<file path="src/rtl/bced_pkg.sv">
// bced_pkg: shared types and constants for the button click event detector
// no dependencies; imported by the scan and cfg interfaces and every rtl module

package bced_pkg;

    localparam int TICK_W  = 32;
    localparam int TIME_W  = 16;
    localparam int CFG_IDX_W = 2;

    typedef enum logic [1:0] {
        PRESS_NONE = 2'd0,
        PRESS_DOWN = 2'd1,
        PRESS_LONG = 2'd2
    } press_state_t;

    typedef enum logic [CFG_IDX_W-1:0] {
        REG_ENABLE         = 2'd0,
        REG_CLICK_INTERVAL = 2'd1,
        REG_LONG_PRESS     = 2'd2,
        REG_DOUBLE_CLICK   = 2'd3
    } cfg_index_t;

    localparam logic [TIME_W-1:0] CLICK_INTERVAL_RST = 16'd300;
    localparam logic [TIME_W-1:0] LONG_PRESS_RST     = 16'd1000;
    localparam logic [TIME_W-1:0] DOUBLE_CLICK_RST   = 16'd200;

    typedef struct packed {
        logic              enable;
        logic [TIME_W-1:0] click_interval_ms;
        logic [TIME_W-1:0] long_press_ms;
        logic [TIME_W-1:0] double_click_ms;
    } bced_cfg_t;

    typedef struct packed {
        press_state_t      press_state;
        logic              click_pending;
        logic              long_reported;
        logic [TICK_W-1:0] press_time;
        logic [TICK_W-1:0] release_time;
    } bced_state_t;

    typedef struct packed {
        logic short_click;
        logic long_press;
        logic double_click;
    } bced_flags_t;

endpackage

</file>
<file path="src/rtl/bced_if.sv">
// bced interfaces: scan input, event result and configuration write channels
// depends on bced_pkg for field widths

interface bced_scan_if;
    import bced_pkg::*;
    logic              valid;
    logic              ready;
    logic              pressed;
    logic [TICK_W-1:0] now_ms;
    modport source (output valid, output pressed, output now_ms, input ready);
    modport sink   (input valid, input pressed, input now_ms, output ready);
endinterface

interface bced_result_if;
    logic valid;
    logic ready;
    logic short_click;
    logic long_press;
    logic double_click;
    modport source (output valid, output short_click, output long_press,
                    output double_click, input ready);
    modport sink   (input valid, input short_click, input long_press,
                    input double_click, output ready);
endinterface

interface bced_cfg_if;
    import bced_pkg::*;
    logic                 valid;
    logic                 ready;
    logic [CFG_IDX_W-1:0] index;
    logic [TIME_W-1:0]    data;
    modport source (output valid, output index, output data, input ready);
    modport sink   (input valid, input index, input data, output ready);
endinterface

</file>
<file path="src/rtl/button_click_event_detector_unit.sv">
// button_click_event_detector_unit: top level with scan register, state and result register
// depends on bced_pkg, bced_if, bced_cfg_regs and bced_eval
// path: a transferred scan is held in the scan register, then evaluated into the state and result registers
// throughput: one scan per cycle while result.ready is high, set by the single state update per scan
// reset: config registers at their default values, valids cleared, detector idle with no press seen

module button_click_event_detector_unit (
    input  logic           clk,
    input  logic           rst_n,
    bced_scan_if.sink      scan,
    bced_result_if.source  result,
    bced_cfg_if.sink       cfg
);
    import bced_pkg::*;

    bced_cfg_t         cfg_val;
    bced_state_t       state_reg;
    bced_state_t       state_next;
    bced_flags_t       flags_reg;
    bced_flags_t       flags_next;
    logic              scan_valid_reg;
    logic              scan_pressed_reg;
    logic [TICK_W-1:0] scan_now_reg;
    logic              res_valid_reg;
    logic              advance;
    logic              fire;

    bced_cfg_regs u_cfg (
        .clk     (clk),
        .rst_n   (rst_n),
        .cfg     (cfg),
        .cfg_val (cfg_val)
    );

    bced_eval u_eval (
        .cfg_val (cfg_val),
        .cur     (state_reg),
        .pressed (scan_pressed_reg),
        .now_ms  (scan_now_reg),
        .nxt     (state_next),
        .flags   (flags_next)
    );

    assign advance    = !res_valid_reg || result.ready;
    assign fire       = scan_valid_reg && advance;
    assign scan.ready = !scan_valid_reg || advance;

    assign result.valid        = res_valid_reg;
    assign result.short_click  = flags_reg.short_click;
    assign result.long_press   = flags_reg.long_press;
    assign result.double_click = flags_reg.double_click;

    always_ff @(posedge clk or negedge rst_n)
    begin
        if (!rst_n)
        begin
            scan_valid_reg <= 1'b0;
            res_valid_reg  <= 1'b0;
            state_reg      <= '{PRESS_NONE, 1'b0, 1'b0, '0, '0};
        end
        else
        begin
            if (scan.valid && scan.ready)
                scan_valid_reg <= 1'b1;
            else if (fire)
                scan_valid_reg <= 1'b0;
            if (advance)
                res_valid_reg <= scan_valid_reg;
            if (fire)
                state_reg <= state_next;
        end
    end

    // payload registers
    always_ff @(posedge clk)
    begin
        if (scan.valid && scan.ready)
        begin
            scan_pressed_reg <= scan.pressed;
            scan_now_reg     <= scan.now_ms;
        end
        if (fire)
            flags_reg <= flags_next;
    end

    assert property (@(posedge clk) disable iff (!rst_n)
        res_valid_reg |-> !(flags_reg.long_press && flags_reg.double_click))
        else $error("long press and double click in one result");

    assert property (@(posedge clk) disable iff (!rst_n)
        (fire && !cfg_val.enable) |=>
        !(flags_reg.short_click || flags_reg.long_press || flags_reg.double_click))
        else $error("event reported while disabled");

    assert property (@(posedge clk) disable iff (!rst_n)
        state_reg.press_state == PRESS_NONE |-> !state_reg.long_reported)
        else $error("long press flag left set after release");

endmodule

</file>
<file path="src/rtl/bced_cfg_regs.sv">
// bced_cfg_regs: configuration register file written over the cfg channel
// depends on bced_pkg and bced_cfg_if

module bced_cfg_regs (
    input  logic               clk,
    input  logic               rst_n,
    bced_cfg_if.sink           cfg,
    output bced_pkg::bced_cfg_t cfg_val
);
    import bced_pkg::*;

    bced_cfg_t cfg_reg;
    logic      wr;

    assign cfg.ready = 1'b1;
    assign wr        = cfg.valid && cfg.ready;
    assign cfg_val   = cfg_reg;

    always_ff @(posedge clk or negedge rst_n)
    begin
        if (!rst_n)
        begin
            cfg_reg.enable            <= 1'b0;
            cfg_reg.click_interval_ms <= CLICK_INTERVAL_RST;
            cfg_reg.long_press_ms     <= LONG_PRESS_RST;
            cfg_reg.double_click_ms   <= DOUBLE_CLICK_RST;
        end
        else if (wr)
        begin
            unique case (cfg_index_t'(cfg.index))
                REG_ENABLE:         cfg_reg.enable            <= cfg.data[0];
                REG_CLICK_INTERVAL: cfg_reg.click_interval_ms <= cfg.data;
                REG_LONG_PRESS:     cfg_reg.long_press_ms     <= cfg.data;
                REG_DOUBLE_CLICK:   cfg_reg.double_click_ms   <= cfg.data;
                default:            cfg_reg                   <= cfg_reg;
            endcase
        end
    end

endmodule

</file>
<file path="src/rtl/bced_eval.sv">
// bced_eval: per-scan event logic, next detector state and event flags
// depends on bced_pkg

module bced_eval (
    input  bced_pkg::bced_cfg_t                 cfg_val,
    input  bced_pkg::bced_state_t               cur,
    input  logic                                pressed,
    input  logic [bced_pkg::TICK_W-1:0]         now_ms,
    output bced_pkg::bced_state_t               nxt,
    output bced_pkg::bced_flags_t               flags
);
    import bced_pkg::*;

    logic [TICK_W-1:0] since_press;
    logic [TICK_W-1:0] since_release;
    logic [TICK_W-1:0] press_time_new;

    always_comb
    begin
        nxt            = cur;
        flags          = '0;
        press_time_new = (pressed && cur.press_state == PRESS_NONE) ? now_ms
                                                                    : cur.press_time;
        since_press    = now_ms - press_time_new;
        since_release  = now_ms - cur.release_time;
        if (cfg_val.enable)
        begin
            if (pressed && cur.press_state == PRESS_NONE)
            begin
                nxt.press_state = PRESS_DOWN;
                nxt.press_time  = now_ms;
            end
            if (cur.click_pending &&
                since_press >= {{(TICK_W-TIME_W){1'b0}}, cfg_val.click_interval_ms})
            begin
                nxt.click_pending = 1'b0;
                flags.short_click = 1'b1;
            end
            if (pressed)
            begin
                if (since_press >= {{(TICK_W-TIME_W){1'b0}}, cfg_val.long_press_ms})
                begin
                    nxt.press_state   = PRESS_LONG;
                    nxt.long_reported = 1'b1;
                    flags.long_press  = !cur.long_reported;
                end
            end
            else if (cur.press_state != PRESS_NONE)
            begin
                nxt.press_state   = PRESS_NONE;
                nxt.long_reported = 1'b0;
                nxt.release_time  = now_ms;
                if (since_release <= {{(TICK_W-TIME_W){1'b0}}, cfg_val.double_click_ms})
                begin
                    flags.double_click = 1'b1;
                    nxt.click_pending  = 1'b0;
                end
                else if (since_press <=
                         {{(TICK_W-TIME_W){1'b0}}, cfg_val.long_press_ms})
                begin
                    nxt.click_pending = 1'b1;
                end
            end
        end
    end

endmodule
</file>
<file path="src/flat_wrapper.sv">
// flat-port wrapper written by rule: the top's interface ports become plain ports
module button_click_event_detector_unit_flat import bced_pkg::*;
  (clk, rst_n, scan_valid, scan_pressed, scan_now_ms, scan_ready, result_valid, result_short_click, result_long_press, result_double_click, result_ready, cfg_valid, cfg_index, cfg_data, cfg_ready);
  bced_scan_if scan_i ();
  bced_result_if result_i ();
  bced_cfg_if cfg_i ();
  input  logic clk;
  input  logic rst_n;
  input wire logic [$bits(scan_i.valid)-1:0] scan_valid;
  input wire logic [$bits(scan_i.pressed)-1:0] scan_pressed;
  input wire logic [$bits(scan_i.now_ms)-1:0] scan_now_ms;
  output wire logic [$bits(scan_i.ready)-1:0] scan_ready;
  output wire logic [$bits(result_i.valid)-1:0] result_valid;
  output wire logic [$bits(result_i.short_click)-1:0] result_short_click;
  output wire logic [$bits(result_i.long_press)-1:0] result_long_press;
  output wire logic [$bits(result_i.double_click)-1:0] result_double_click;
  input wire logic [$bits(result_i.ready)-1:0] result_ready;
  input wire logic [$bits(cfg_i.valid)-1:0] cfg_valid;
  input wire logic [$bits(cfg_i.index)-1:0] cfg_index;
  input wire logic [$bits(cfg_i.data)-1:0] cfg_data;
  output wire logic [$bits(cfg_i.ready)-1:0] cfg_ready;
  assign scan_i.valid = scan_valid;
  assign scan_i.pressed = scan_pressed;
  assign scan_i.now_ms = scan_now_ms;
  assign scan_ready = scan_i.ready;
  assign result_valid = result_i.valid;
  assign result_short_click = result_i.short_click;
  assign result_long_press = result_i.long_press;
  assign result_double_click = result_i.double_click;
  assign result_i.ready = result_ready;
  assign cfg_i.valid = cfg_valid;
  assign cfg_i.index = cfg_index;
  assign cfg_i.data = cfg_data;
  assign cfg_ready = cfg_i.ready;
  button_click_event_detector_unit u_core (.clk(clk), .rst_n(rst_n), .scan(scan_i), .result(result_i), .cfg(cfg_i));
endmodule
</file>
<file path="config.mk">
export PLATFORM = sky130hd
export DESIGN_NAME = button_click_event_detector_unit_flat
export DESIGN_NICKNAME = d
export VERILOG_FILES = /design/src/rtl/bced_pkg.sv /design/src/rtl/bced_if.sv /design/src/rtl/button_click_event_detector_unit.sv /design/src/rtl/bced_cfg_regs.sv /design/src/rtl/bced_eval.sv /design/src/flat_wrapper.sv
export SDC_FILE = /design/constraint.sdc
export NUM_CORES = 1
export LEC_CHECK = 0
export BUFFER_PORTS_ARGS = -buffer_cell sky130_fd_sc_hd__buf_2
export CAP_MARGIN = 5
export CELL_PAD_IN_SITES_DETAIL_PLACEMENT = 0
export CELL_PAD_IN_SITES_GLOBAL_PLACEMENT = 2
export CORE_AREA = 2 2 169 171
export DETAILED_ROUTE_END_ITERATION = 8
export DIE_AREA = 0 0 171 173
export PLACE_DENSITY = 0.78
export REMOVE_ABC_BUFFERS = 1
export SKIP_LAST_GASP = 1
export SLEW_MARGIN = 30
export SYNTH_ARGS = -nofsm -noshare
export SYNTH_HDL_FRONTEND = slang
export SYNTH_SLANG_ARGS = --single-unit
</file>
<file path="constraint.sdc">
create_clock -name clk -period 7.3 [get_ports clk]
set_input_delay 1.825 -clock clk [delete_from_list [all_inputs] [get_ports clk]]
set_output_delay 1.825 -clock clk [all_outputs]
set_load 0.005 [all_outputs]
</file>
==> Word level (Yosys, flattened, before mapping) <==
Index checks and enable logic that the tools add are counted.
{ "op_classes": {"n_eq_ne": 4, "n_reduce_logical": 23, "n_lt_le_gt_ge": 4, "addsub": 2, "muxes": 15, "n_bitwise": 3} }
{ "op_table": {"columns": ["operator", "count"], "rows": [
  ["$ge 32x16->1", 2],
  ["$le 32x16->1", 2],
  ["$sub 32x32->32", 2],
  ["$mux 32", 1],
  ["$mux 1", 10],
  ["$reduce_and 2->1", 5],
  ["$reduce_and 4->1", 2],
  ["$mux 2", 3],
  ["$reduce_bool 2->1", 3],
  ["$eq 2x2->1 const B", 2],
  ["$logic_and 1x1->1", 4],
  ["$logic_not 2->1", 2],
  ["$mux 4", 1],
  ["$logic_not 1->1", 3],
  ["$not 1->1", 3],
  ["$reduce_and 3->1", 1],
  ["$reduce_or 3->1", 1],
  ["$eq 2x1->1 const B", 1],
  ["$logic_or 1x1->1", 2],
  ["$ne 2x2->1 const B", 1]
]} }
{ "word_totals": {"elab_cells": 67, "inputBits": 56, "output_inout_bits": 6, "regBits": 155} }

==> Logic depth before layout (Yosys ltp) <==
Gate-level depths: netlist of the first run.
{ "logic_depth": {"ltp_word": 11, "ltp_mapped": 26, "mapped_depth_nobuf": 25} }

==> Cells and area by module <==
From an unflattened synthesis of the first run, not the netlist that was laid out.
{ "unflattened": {"cells_unflattened": 1232, "hier_area_um2": 12333.1} }
{ "modules_own_cells": {"columns": ["module", "n_inst", "seq_area_each_um2", "area_per_inst_um2", "cells_each"], "rows": [
  ["bced_eval", 1, 0.0, 6581.3, 937],
  ["button_click_event_detector_unit", 1, 2832.7, 3734.8, 188],
  ["bced_cfg_regs", 1, 1242.4, 2016.9, 107]
]} }

==> Least setup slack after synthesis of the first run <==
No wires, ideal clock.
{ "synth_path": {"path_kind": "reg2reg", "from": "reg u_core.state_reg[66] (netlist bit)", "to": "reg u_core.state_reg[67] (netlist bit)", "t_arrival_ns": 5.266, "synth_period_minus_slack_ns": 5.388, "setup_ns": 0.121, "slack_ns": 1.912, "stages_incl_launch_ff": 25, "required_time_ns": 7.179, "path_cell_list": "dfrtp_1 or3b_1 buf_6 buf_6 clkbuf_1 nand2_1 o21ai_0 ha_1 fa_1 or4b_1 o211ai_1 a31oi_2 o211ai_4 o21a_1 a31oi_1 xnor2_1 ha_1 nand4_1 nor2_1 a21oi_1 o211ai_1 or4_1 nor4_4 nor2_1 o22a_1"} }
{ "synth_via": {"elab_chain_len": 7, "word_cells_on_any_way": 10} }
{ "synth_lines": {"columns": ["element", "line_no", "text"], "rows": [
  ["from (decl)", "button_click_event_detector_unit.sv:17", "bced_state_t state_reg;"],
  ["from (signal assigned)", "button_click_event_detector_unit.sv:59", "state_reg <= '{PRESS_NONE, 1'b0, 1'b0, '0, '0};"],
  ["from (signal assigned)", "button_click_event_detector_unit.sv:70", "state_reg <= state_next;"],
  ["$logic_not 2->1", "bced_eval.sv:22", "press_time_new = (pressed && cur.press_state == PRESS_NONE) ? now_ms"],
  ["$logic_and 1x1->1", "bced_eval.sv:22", null],
  ["$mux 32", null, null],
  ["named net u_core.u_eval.press_time_new[0]", "bced_eval.sv:16", "logic [TICK_W-1:0] press_time_new;"],
  ["$sub 32x32->32", "bced_eval.sv:24", "since_press = now_ms - press_time_new;"],
  ["$ge 32x16->1", "bced_eval.sv:41", "if (since_press >= {{(TICK_W-TIME_W){1'b0}}, cfg_val.long_press_ms})"],
  ["$mux 2", "bced_eval.sv:41", null],
  ["$mux 2", "bced_eval.sv:39", "if (pressed)"]
]} }
The timed path passes the listed nets, and every way through them passes these cells. The select of a mux whose other input is x is not followed.
A chain may end at the register's enable or synchronous reset.

==> Final worst setup path of the first run <==
{ "layout_path": {"from": "reg u_core.scan_pressed_reg", "to": "reg u_core.state_reg[67] (netlist bit)"} }
{ "layout_via": {"elab_chain_len": 6, "word_cells_on_any_way": 8} }
{ "layout_lines": {"columns": ["element", "line_no", "text"], "rows": [
  ["from (decl)", "button_click_event_detector_unit.sv:22", "logic scan_pressed_reg;"],
  ["from (signal assigned)", "button_click_event_detector_unit.sv:79", "scan_pressed_reg <= scan.pressed;"],
  ["$logic_and 1x1->1", "bced_eval.sv:22", null],
  ["$mux 32", null, null],
  ["named net u_core.u_eval.press_time_new[0]", "bced_eval.sv:16", null],
  ["$sub 32x32->32", "bced_eval.sv:24", null],
  ["$ge 32x16->1", "bced_eval.sv:41", null],
  ["$mux 2", "bced_eval.sv:41", null],
  ["$mux 2", "bced_eval.sv:39", null]
]} }
The timed path passes the listed nets, and every way through them passes these cells. The select of a mux whose other input is x is not followed.

==> summary.txt, run 1 <==
Die
  • I/O pin count: 62
  • Core area: approximately 28000 sq um
  • Rows: 61
  • Starting Density: 40.8%
  • Die W: about 170 um
  • Die area: just under 30000 sq um
  • Die height: 173 um

Clock network
  • Worst skew pair latency: 0.45 ns
  • CTS Hold Bufs: 0
  • Clock tree buffer depth: 2
  • CTS sink count: 155
  • Htree depth: 4
  • Post-CTS Resized: 0
  • Cts bufs inserted: 17
  • Clock slew at reported path FFs: roughly 0.070 ns
  • Post-CTS setup repair buffer count: 0
  • Clk root buf: clkbuf_16
  • TritonCTS clock tree: built

Synthesis
  • Yosys warnings: 0
  • Synth area leaders: dfrtp_1 (24%), ha_1 (12%), mux2_2 (10%)
  • Post-synthesis area per instance: 9.79 sq um
  • Share of flip-flops with an asynchronous set or reset: 76.8%
  • Sequential area share after synthesis: 36.1%
  • Yosys cell types: 83
  • Yosys top cell area share: a little under a quarter
  • Syn Inst Count: around 1200
  • Ys flop type: dfrtp_1
  • EDFF count, synth: 36
  • Yosys reg bits: about 160
  • Mapped cell area: 11300 sq um
  • Yosys top cell by area: dfrtp_1

Finish
  • ANT cells: 0
  • Share of cells above drive strength 1: 19.3%
  • Commonest cells after routing, fill and taps aside: inv_1 (107), dfrtp_1 (106), mux2_2 (104), ha_1 (104), a21oi_1 (74)
  • Commonest non-fill, non-tap cell in the layout: inv_1
  • Fillers: around 2700
  • Largest register FFs: 68
  • Layout area overhead: 11.4%
  • Final net count: 1369

Timing
  • Final number of max-transition violations: 0
  • Final hold violation count: 0
  • FMAX: ~180 MHz
  • Least-Margin Pin Slew: about 0.95 ns
  • Setup tns final: 0 ns
  • Fin crit period: 5.60 ns
  • Slew margin rel.: between 30% and 40%
  • Unrepaired setup endpoints after global routing: false
  • # setup viols final: 0
  • Layout Skew: 0.0122 ns
  • Final worst path period share: 76.7%

Setup path
  • CP startpoint kind: flop
  • Req. time, crit path: 7.64 ns
  • WP data arrival: 5.94 ns
  • CP Class: reg2reg
  • Crit Path Max Fanout: 10
  • Crit end category: flop

Flow run
  • Max-cap violations: 0

Placement
  • Hpwl dp: between 20000 and 25000 um
  • IO Port Bufs: 60
  • Placer congestion estimate: 0.848

Global route
  • Grt ovf: 0
  • Number of global-route vias before repair: 8917
  • Initial antenna violation count: 0
  • First-pass GRT wire length: 49700 um
  • All-Layer GR Usage: 21.8%
  • Largest net degree at the start of global routing: 71

Routing
  • Wire length per cell: 19.6 um
  • Vias after detailed routing: 8898
  • Total wire length: 31400 um
  • DR iter-0 viols: 420
  • Residual DRC: 0
  • First-pass iteration count of the detailed router: 5
  • Post-route ant nets: 0
  • Vias/cell: 5.57

Power
  • Peak VDD IR: 0.178 mV
  • Total power: between 5 and 6 mW
  • LEAKAGE: 5.54 nW
  • Pwr dens: 449 nW/um^2

Outcome
  • Status: finished, final reports clean

Worst hold path
  • Hold crit path type: reg2reg
critical path: stages, from the launching register on:
cell and delay, ns:
edfxtp_1 0.51, or3b_1 0.50, nand2_1 0.10, o21ai_0 0.08, ha_1 0.22, fa_1 0.44, or4b_1 0.53, o211ai_1 0.12
a31oi_2 0.18, o211ai_4 0.37, o21a_1 0.21, a31oi_1 0.11, xnor2_1 0.23, ha_1 0.28, nand4_1 0.10, nor2_1 0.08
a21oi_1 0.14, o211ai_1 0.12, or4_1 0.60, nor4_4 0.29, nor2_1 0.08, o22a_1 0.18
cell usage after synthesis, drive strengths merged, types with 3 or more instances:
cell and instances:
a2111oi 4, dfrtp 106, o211ai 17, a211o 3, buf 9, o21a 10, a21boi 6, clkbuf 23
o221ai 3, nor2b 12, nand3b 8, a21o 30, nand2 64, and3 7, a211oi 17, a21oi 76
o211a 3, nand4 18, a31oi 13, a41oi 7, edfxtp 36, xnor2 31, nor3 25, or3 9
o22ai 5, o21bai 3, and2 9, or2 3, nor4 9, dfstp 13, nor4b 3, o21ai 66
xor2 19, o31ai 5, nor2 58, nand2b 15, nor3b 6, inv 107, ha 104, mux2 106
nand3 19, o31a 3, mux2i 28
kinds of logic after synthesis:
logic type      after synthesis  share of synthesized area, %
compound gates              293                          17.4
simple gates                274                          12.7
flops                       155                          36.1
buf+inv                     139                          4.91
mux                         134                          13.1
fa+ha+maj                   106                          11.9
xor+xnor                     50                          3.88
other cells                   1                        0.0332
final timing paths:
check | cells past startpoint | startpoint | to | slack, ns
setup / recovery | 21 | u_core.scan_pressed_reg$_DFFE_PP_ | u_core.state_reg[67]$_DFFE_PN0P_ | 1.70
max in group asynchronous | 2 | rst_n | u_core.state_reg[48]$_DFFE_PN0P_ | 4.76
hold reg to reg | 2 | u_core.state_reg[2]$_DFFE_PN0P_ | u_core.state_reg[2]$_DFFE_PN0P_ | 0.48
hold / removal | 2 | u_core.state_reg[2]$_DFFE_PN0P_ | u_core.state_reg[2]$_DFFE_PN0P_ | 0.48
min in group asynchronous | 1 | rst_n | u_core.u_cfg.cfg_val[17]$_DFFE_PN0P_ | 1.41
setup reg to reg | 21 | u_core.scan_pressed_reg$_DFFE_PP_ | u_core.state_reg[67]$_DFFE_PN0P_ | 1.70
power breakdown:
group	internal, mW	total, mW	switching [mW]
clock network	0.490	0.877	0.387
logic	1.44	3.46	2.02
registers	1.15	1.31	0.162
total	3.07	5.64	2.57
final cells by class:
| type | instances | area (sq um) | share of cell area, % |
|---|---|---|---|
| Sequential cell | 155 | 4080 | 32.4 |
| Multi-Input combinational cell | 858 | 6660 | 53.0 |
| Clock buffer | 23 | 500 | 3.98 |
| Timing Repair Buffer | 68 | 383 | 3.05 |
| Clock inverter | 9 | 75.1 | 0.597 |
| Tap cell | 378 | 473 | 3.76 |
| Inverter | 107 | 402 | 3.19 |
metrics by stage:
| stage | area (sq um) | cells | utilization (%) | worst slack, ns | hold WS (ns) |
|---|---|---|---|---|---|
| 2_1_floorplan | 11100 | 1120 | - | 1.70 | 0.450 |
| 3_3_place_gp | 12000 | 1564 | 43.3 | 1.81 | 0.464 |
| 3_5_place_dp | 12000 | 1565 | 43.4 | 1.71 | 0.471 |
| 4_1_cts | 12600 | 1597 | 45.4 | 1.69 | 0.487 |
| 5_1_grt | 12600 | 1598 | 45.5 | 1.28 | 0.517 |
| 6_report | 12600 | 1598 | 45.5 | 1.70 | 0.483 |
metal layers:
layer	vias up	global-route usage, %	part of all wire [%]
met5	-	0	0
met4	0	5.83	1.6
met3	27	3.39	3.0
met2	145	35.3	47
met1	4388	30.1	48
li1	4338	-	-
(Power assumes the default switching activity.)
==> inputs of run 2 (changes only) <==
Settings changed: CORE_AREA 2 2 169 171 to 2 2 178 180, DIE_AREA 0 0 171 173 to 0 0 180 182, PLACE_DENSITY 0.78 to 0.74.
Clock period 7.3 ns to 4.6 ns, I/O delays scaled along.
==> run 2 against run 1 <==
The flow now finishes with violations (setup timing). Routed wire length is 2.5% higher. Clock power increased by 63%. Non-clock buffer count grew 151. Die area increased by 11%. Utilization decreased by 0.31 points. Final area increased by 11%. Combinational power is 100% higher. Hold slack improved by 0.0026 ns. Final cell count up 11%. Sequential power increased by 57%. Critical path depth rose by 2. Critical path type unchanged. Critical endpoint unchanged.
==> summary.txt, run 2 (synthesis results as in run 1) <==
Outcome
  • Status: finished, violations left
  • Violated checks: setup timing

Timing
  • Slew margin rel.: 37.3% (+0.91 points)
  • FMAX: 199 MHz (+11%)
  • # setup viols final: 7 (+7)
  • Unrepaired setup endpoints after global routing: true
  • Least-Margin Pin Slew: 0.938 ns (-0.0136 ns)
  • Final worst path period share: 109% (+33 points)
  • Final number of max-transition violations: 0 (unchanged)
  • Final setup margin: -0.426 ns (-2.12 ns)
  • Layout Skew: 0.0137 ns (+0.00152 ns)
  • Fin crit period: 5.03 ns (-0.575 ns)
  • Fin Hold WS: 0.485 ns (+0.00263 ns)
  • Final hold violation count: 0 (unchanged)

Placement
  • Placer congestion estimate: 0.847 (about the same)
  • IO Port Bufs: 60 (unchanged)
  • Dpl cells: 1725 (+10%)
  • Hpwl dp: 25000 um (+2.9%)

Finish
  • ANT cells: 0 (unchanged)
  • Layout area overhead: 24.1%
  • Area taken by multi-input logic gates: 6920 sq um (+3.8%)
  • Final std cells w/o fill: 1773 (+11%)
  • Share of cells above drive strength 1: 31.6% (+12 points)
  • Largest register FFs: 68 (unchanged)
  • Seq. cell area: 4080 sq um (unchanged)
  • Commonest non-fill, non-tap cell in the layout: buf_4
  • Commonest cells after routing, fill and taps aside: buf_4 (157), inv_1 (106), dfrtp_1 (106)
  • Fillers: 2970 (+8.8%)
  • Final net count: 1520 (+11%)

Die
  • Core area: 31000 sq um (+12%)
  • I/O pin count: 62 (unchanged)
  • Die height: 182 um (+5.2%)
  • Die area: 32800 sq um (+11%)
  • Starting Density: 36.4% (-4.4 points)
  • Die W: 180 um (+5.3%)
  • Rows: 65 (+6.6%)

Setup path
  • CP startpoint kind: flop
  • Register-to-register setup slack: -0.43 ns (-2.12 ns)
  • Req. time, crit path: 4.93 ns (-2.71 ns)
  • R2R cell count: 23 (+9.5%)
  • Crit Path Max Fanout: 4 (-6)
  • R2R Path End: u_core.state_reg[67]$_DFFE_PN0P_
  • Crit end category: flop
  • Crit Reg-Reg Startpoint: u_core.state_reg[66]$_DFFE_PN0P_
  • WP data arrival: 5.35 ns (-0.59 ns)
  • CP Class: reg2reg

Global route
  • First-pass GRT wire length: 50900 um (+2.4%)
  • Number of global-route vias before repair: 9236 (+3.6%)
  • All-Layer GR Usage: 19.8% (-2.0 points)
  • Initial antenna violation count: 0 (unchanged)
  • Largest net degree at the start of global routing: 70 (-1.4%)
  • Grt ovf: 0 (unchanged)

Worst hold path
  • Hold crit path type: reg2reg
  • Hold Path End: u_core.state_reg[1]$_DFFE_PN0P_
  • Hold_sp: u_core.state_reg[1]$_DFFE_PN0P_
  • Hold depth: 2 (unchanged)

Routing
  • First-pass iteration count of the detailed router: 5 (unchanged)
  • DR iter-0 viols: 543 (+29%)
  • Total wire length: 32100 um (+2.5%)
  • Residual DRC: 0 (unchanged)
  • Wire length per cell: 18.1 um (-7.7%)
  • Post-route ant nets: 0 (unchanged)
  • Vias after detailed routing: 9296 (+4.5%)
  • Vias/cell: 5.24 (-5.8%)

Power
  • LEAKAGE: 6.35 nW (+15%)
  • Peak VDD IR: 0.307 mV (+73%)
  • Pwr dens: 744 nW/um^2 (+66%)

Flow run
  • Max-cap violations: 0 (unchanged)

Clock network
  • Htree depth: 4 (unchanged)
  • Cts bufs inserted: 17 (unchanged)
  • CTS sink count: 155 (unchanged)
  • Clock tree buffer depth: 2 (unchanged)
  • Clk root buf: clkbuf_16
  • Worst skew pair latency: 0.44 ns (about the same)
  • Clock slew at reported path FFs: 0.07 ns (about the same)
  • TritonCTS clock tree: built
run 2: changes by cell type in the layout (fill, tap and decap cells not counted), sizes merged:
cell | previous run | this run
buf | 68 | 219
bufinv | 0 | 2
clkbuf | 23 | 17
clkinv | 2 | 6
clkinvlp | 3 | 1
inv | 111 | 113
run 2: per-stage QoR:
step	cell area, sq um	total power [mW]	setup TNS, ns	utilization [%]	setup WS [ns]
global placement	13000	8.46	-3.12	42.0	-0.598
CTS	13800	10.2	-2.31	44.5	-0.521
detailed placement	13000	8.50	-3.89	42.1	-0.722
global route	14000	11.3	-3.73	45.2	-0.643
finish	14000	10.4	-2.06	45.2	-0.426
floorplan	11100	6.09	-4.90	-	-1.00
run 2: how the worst max path moves through the flow:
stage                                                 start                                      to  slack [ns]  cells past startpoint
after floorplan           u_core.scan_pressed_reg$_DFFE_PP_        u_core.state_reg[67]$_DFFE_PN0P_       -1.00                     19
final                      u_core.state_reg[66]$_DFFE_PN0P_        u_core.state_reg[67]$_DFFE_PN0P_       -0.43                     23
after global placement     u_core.state_reg[66]$_DFFE_PN0P_        u_core.state_reg[67]$_DFFE_PN0P_       -0.60                     21
after CTS                  u_core.state_reg[67]$_DFFE_PN0P_  u_core.result.long_press$_SDFFCE_PN0P_       -0.52                     21
after global routing       u_core.state_reg[66]$_DFFE_PN0P_        u_core.state_reg[67]$_DFFE_PN0P_       -0.64                     23
after detailed placement   u_core.state_reg[66]$_DFFE_PN0P_        u_core.state_reg[67]$_DFFE_PN0P_       -0.72                     21
run 2: final cells by class:
type,instances,area share [%]
Sequential cell,155,29.1
Clock buffer,17,3.04
Clock inverter,15,1.14
Multi-Input combinational cell,858,49.4
Tap cell,402,3.59
Timing Repair Buffer,219,10.8
Inverter,107,2.87
run 2: per-layer routing:
layer  up-vias  track usage [%]  share of wire (%)
met1      4517             27.4                 49
met5         -                0                  0
met2       126             32.8                 48
met3        21             2.59                2.3
li1       4632                -                  -
met4         0             4.94                1.3
run 2: where the power goes:
part	leakage (nW)	switching (mW)	internal (mW)
combinational	4.29	3.62	3.31
clock	0.290	0.625	0.809
sequential	1.77	0.241	1.82
total	6.35	4.48	5.94
run 2: worst max-delay path, cell delays in order, from the launching register on:
cell      delay (ns)
dfrtp_1         0.38
or3b_4          0.44
mux2i_4         0.21
buf_4           0.14
buf_4           0.12
ha_1            0.27
nor2b_1         0.15
a211oi_2        0.17
o21ai_2         0.12
a211oi_4        0.38
nor2_2          0.10
and2b_1         0.19
o21ai_0         0.11
xor2_1          0.26
ha_1            0.29
a21oi_1         0.15
nor2b_1         0.06
o21ai_1         0.15
o211ai_1        0.13
or4_4           0.59
nor4_4          0.17
buf_6           0.17
nor2_2          0.03
o22a_1          0.15
run 2: what timing repair did:
action                     4_1_cts  5_1_grt
pin swaps                       38       26
gates resized for setup         31       28
setup endpoints to repair        7        7
hold buffers                     0        0
buffers inserted                 9        8
==> inputs of run 3 (changes only) <==
Settings changed: CORE_AREA 2 2 178 180 to 2 2 169 171, DIE_AREA 0 0 180 182 to 0 0 171 173, PLACE_DENSITY 0.74 to 0.78.
Clock period 4.6 ns to 4.9 ns, I/O delays scaled along.
==> run 3 against run 2 <==
The flow still finishes with violations (setup timing). Count of clock-buffer cells in the layout is 3 higher. Via count shrank 2.2%. Die area down 9.7%. Global-route usage up 2.2 points. Register-to-register slack improved by 0.26 ns. Critical path depth fell by 2. Sequential share of layout area rose by 1.6 points. Non-clock buffer count fell by 75. Worst setup slack improved by 0.26 ns. Total power down 13%. Routed wire length down 1.9%. Critical path type unchanged. Highest routed layer unchanged.
==> summary.txt, run 3 (synthesis results as in run 1) <==
Timing
  • Layout Skew: 0.00808 ns (-0.00567 ns)
  • Slew margin rel.: 39.7% (+2.4 points)
  • Final number of max-transition violations: 0 (unchanged)
  • Final worst path period share: 103% (-6.0 points)
  • FMAX: 198 MHz (-0.71%)
  • Setup tns final: -0.434 ns (+1.62 ns)
  • Unrepaired setup endpoints after global routing: true
  • Final setup margin: -0.162 ns (+0.264 ns)
  • Least-Margin Pin Slew: 0.902 ns (-0.0360 ns)
  • Fin crit period: 5.06 ns (+0.0359 ns)
  • # setup viols final: 4 (-3)
  • Final hold violation count: 0 (unchanged)

Placement
  • Place WS: -0.414 ns (+0.307 ns)
  • Hpwl dp: 24800 um (-0.95%)
  • Placer congestion estimate: 0.870 (+2.7%)
  • IO Port Bufs: 60 (unchanged)

Global route
  • Initial antenna violation count: 0 (unchanged)
  • Largest net degree at the start of global routing: 71 (+1.4%)
  • First-pass GRT wire length: 50300 um (-1.1%)
  • Grt ovf: 0 (unchanged)
  • All-Layer GR Usage: 22.0% (+2.2 points)
  • Number of global-route vias before repair: 8967 (-2.9%)

Finish
  • ANT cells: 0 (unchanged)
  • Share of cells above drive strength 1: 26.2% (-5.3 points)
  • Fillers: 2707 (-8.9%)
  • Layout area overhead: 17.8%
  • Commonest cells after routing, fill and taps aside: inv_1 (106), dfrtp_1 (106), mux2_2 (104)
  • Final net count: 1445 (-4.9%)
  • Largest register FFs: 68 (unchanged)

Setup path
  • Crit Path Max Fanout: 4 (unchanged)
  • R2R Path End: u_core.state_reg[67]$_DFFE_PN0P_
  • CP Class: reg2reg
  • Register-to-register setup slack: -0.16 ns (+0.26 ns)
  • Crit end category: flop
  • Req. time, crit path: 5.24 ns (+0.31 ns)
  • WP data arrival: 5.40 ns (+0.05 ns)
  • R2R cell count: 21 (-8.7%)
  • CP startpoint kind: flop
  • Crit Reg-Reg Startpoint: u_core.state_reg[66]$_DFFE_PN0P_

Routing
  • Residual DRC: 0 (unchanged)
  • Vias/cell: 5.43 (+3.6%)
  • DR iter-0 viols: 528 (-2.8%)
  • First-pass iteration count of the detailed router: 5 (unchanged)
  • Total wire length: 31500 um (-1.9%)
  • Wire length per cell: 18.8 um (+3.9%)
  • Vias after detailed routing: 9095 (-2.2%)
  • Post-route ant nets: 0 (unchanged)

Clock network
  • Cts bufs inserted: 17 (unchanged)
  • Clock slew at reported path FFs: 0.07 ns (about the same)
  • Clock tree buffer depth: 2 (unchanged)
  • CTS sink count: 155 (unchanged)
  • Worst skew pair latency: 0.45 ns (about the same)
  • TritonCTS clock tree: built
  • Clk root buf: clkbuf_16
  • Htree depth: 4 (unchanged)

Worst hold path
  • Hold Path End: u_core.state_reg[1]$_DFFE_PN0P_
  • Hold_sp: u_core.state_reg[1]$_DFFE_PN0P_
  • Hold depth: 2 (unchanged)
  • Hold crit path type: reg2reg

Die
  • Starting Density: 40.8% (+4.4 points)
  • Die area: 29600 sq um (-9.7%)
  • Die height: 173 um (-4.9%)
  • Die W: 171 um (-5.0%)
  • Rows: 61 (-6.2%)
  • Core area: 27600 sq um (-11%)
  • I/O pin count: 62 (unchanged)

Power
  • Pwr dens: 682 nW/um^2 (-8.4%)
  • Peak VDD IR: 0.251 mV (-18%)
  • LEAKAGE: 5.94 nW (-6.4%)
  • Total power: 9.07 mW (-13%)

Outcome
  • Violated checks: setup timing
  • Status: finished, violations left

Flow run
  • Max-cap violations: 0 (unchanged)
[run 3: changes by cell type in the layout (fill, tap and decap cells not counted), moves of 3 or more]
cell     before  now
a31oi_1       9   12
buf_4       157   79
inv_6         5    1
xnor2_1      28   31
[run 3: power breakdown]
| part | switching (mW) | internal [mW] |
|---|---|---|
| registers | 0.230 | 1.71 |
| logic | 3.14 | 2.61 |
| clock network | 0.595 | 0.784 |
| total | 3.96 | 5.10 |
[run 3: worst max-delay path by stage]
stage                                      start                               end  slack (ns)  cells after the start
6_report        u_core.state_reg[66]$_DFFE_PN0P_  u_core.state_reg[67]$_DFFE_PN0P_       -0.16                     21
5_1_grt         u_core.state_reg[66]$_DFFE_PN0P_  u_core.state_reg[67]$_DFFE_PN0P_       -0.44                     21
4_1_cts         u_core.state_reg[67]$_DFFE_PN0P_  u_core.state_reg[67]$_DFFE_PN0P_       -0.18                     22
3_5_place_dp    u_core.state_reg[66]$_DFFE_PN0P_  u_core.state_reg[67]$_DFFE_PN0P_       -0.41                     20
3_3_place_gp    u_core.state_reg[66]$_DFFE_PN0P_  u_core.state_reg[67]$_DFFE_PN0P_       -0.31                     20
2_1_floorplan  u_core.scan_pressed_reg$_DFFE_PP_  u_core.state_reg[67]$_DFFE_PN0P_       -0.70                     19
[run 3: through the flow]
stage               std cells  utilization (%)  hold slack, ns  cell area, sq um
finish                   1674             48.1           0.488             13300
global route             1674             48.1           0.514             13300
floorplan                1120                -           0.450             11100
CTS                      1672             47.8           0.497             13200
global placement         1634             45.3           0.464             12500
detailed placement       1634             45.3           0.481             12500
[run 3: timing repair]
item,CTS,global route
endpoints found under the setup margin,7,7
setup buffers,6,2
resized for setup,21,16
hold buffers,0,0
pin swaps,22,23
[run 3: final cells by class]
cell class | count | area [sq um] | area share (%)
Inverter | 107 | 402 | 3.02
Sequential cell | 155 | 4080 | 30.7
Timing Repair Buffer | 144 | 973 | 7.32
Multi-Input combinational cell | 858 | 6770 | 51.0
Clock buffer | 20 | 457 | 3.44
Tap cell | 378 | 473 | 3.56
Clock inverter | 12 | 140 | 1.05
[run 3: layer usage]
metal  global-route usage (%)  vias to the layer above  wire length [um]
li1                         -                     4485                 -
met1                     31.5                     4451             15400
met2                     35.7                      138             14900
met3                     2.88                       21               893
met4                     4.10                        0               266
met5                        0                        -                 0
[run 3: worst max-delay path: stages (launching register included)]
cell	delay, ns
dfrtp_1	0.38
or3b_4	0.43
mux2i_2	0.20
inv_1	0.09
fa_2	0.39
or4b_1	0.51
o211ai_1	0.14
a31oi_2	0.16
o211ai_4	0.26
o21a_1	0.18
a31oi_1	0.10
xnor2_1	0.23
ha_1	0.28
nand4_1	0.13
nor2_2	0.07
a21oi_2	0.11
o211ai_1	0.14
or4_4	0.60
nor4_4	0.16
buf_6	0.16
nor2_4	0.04
o22a_1	0.16
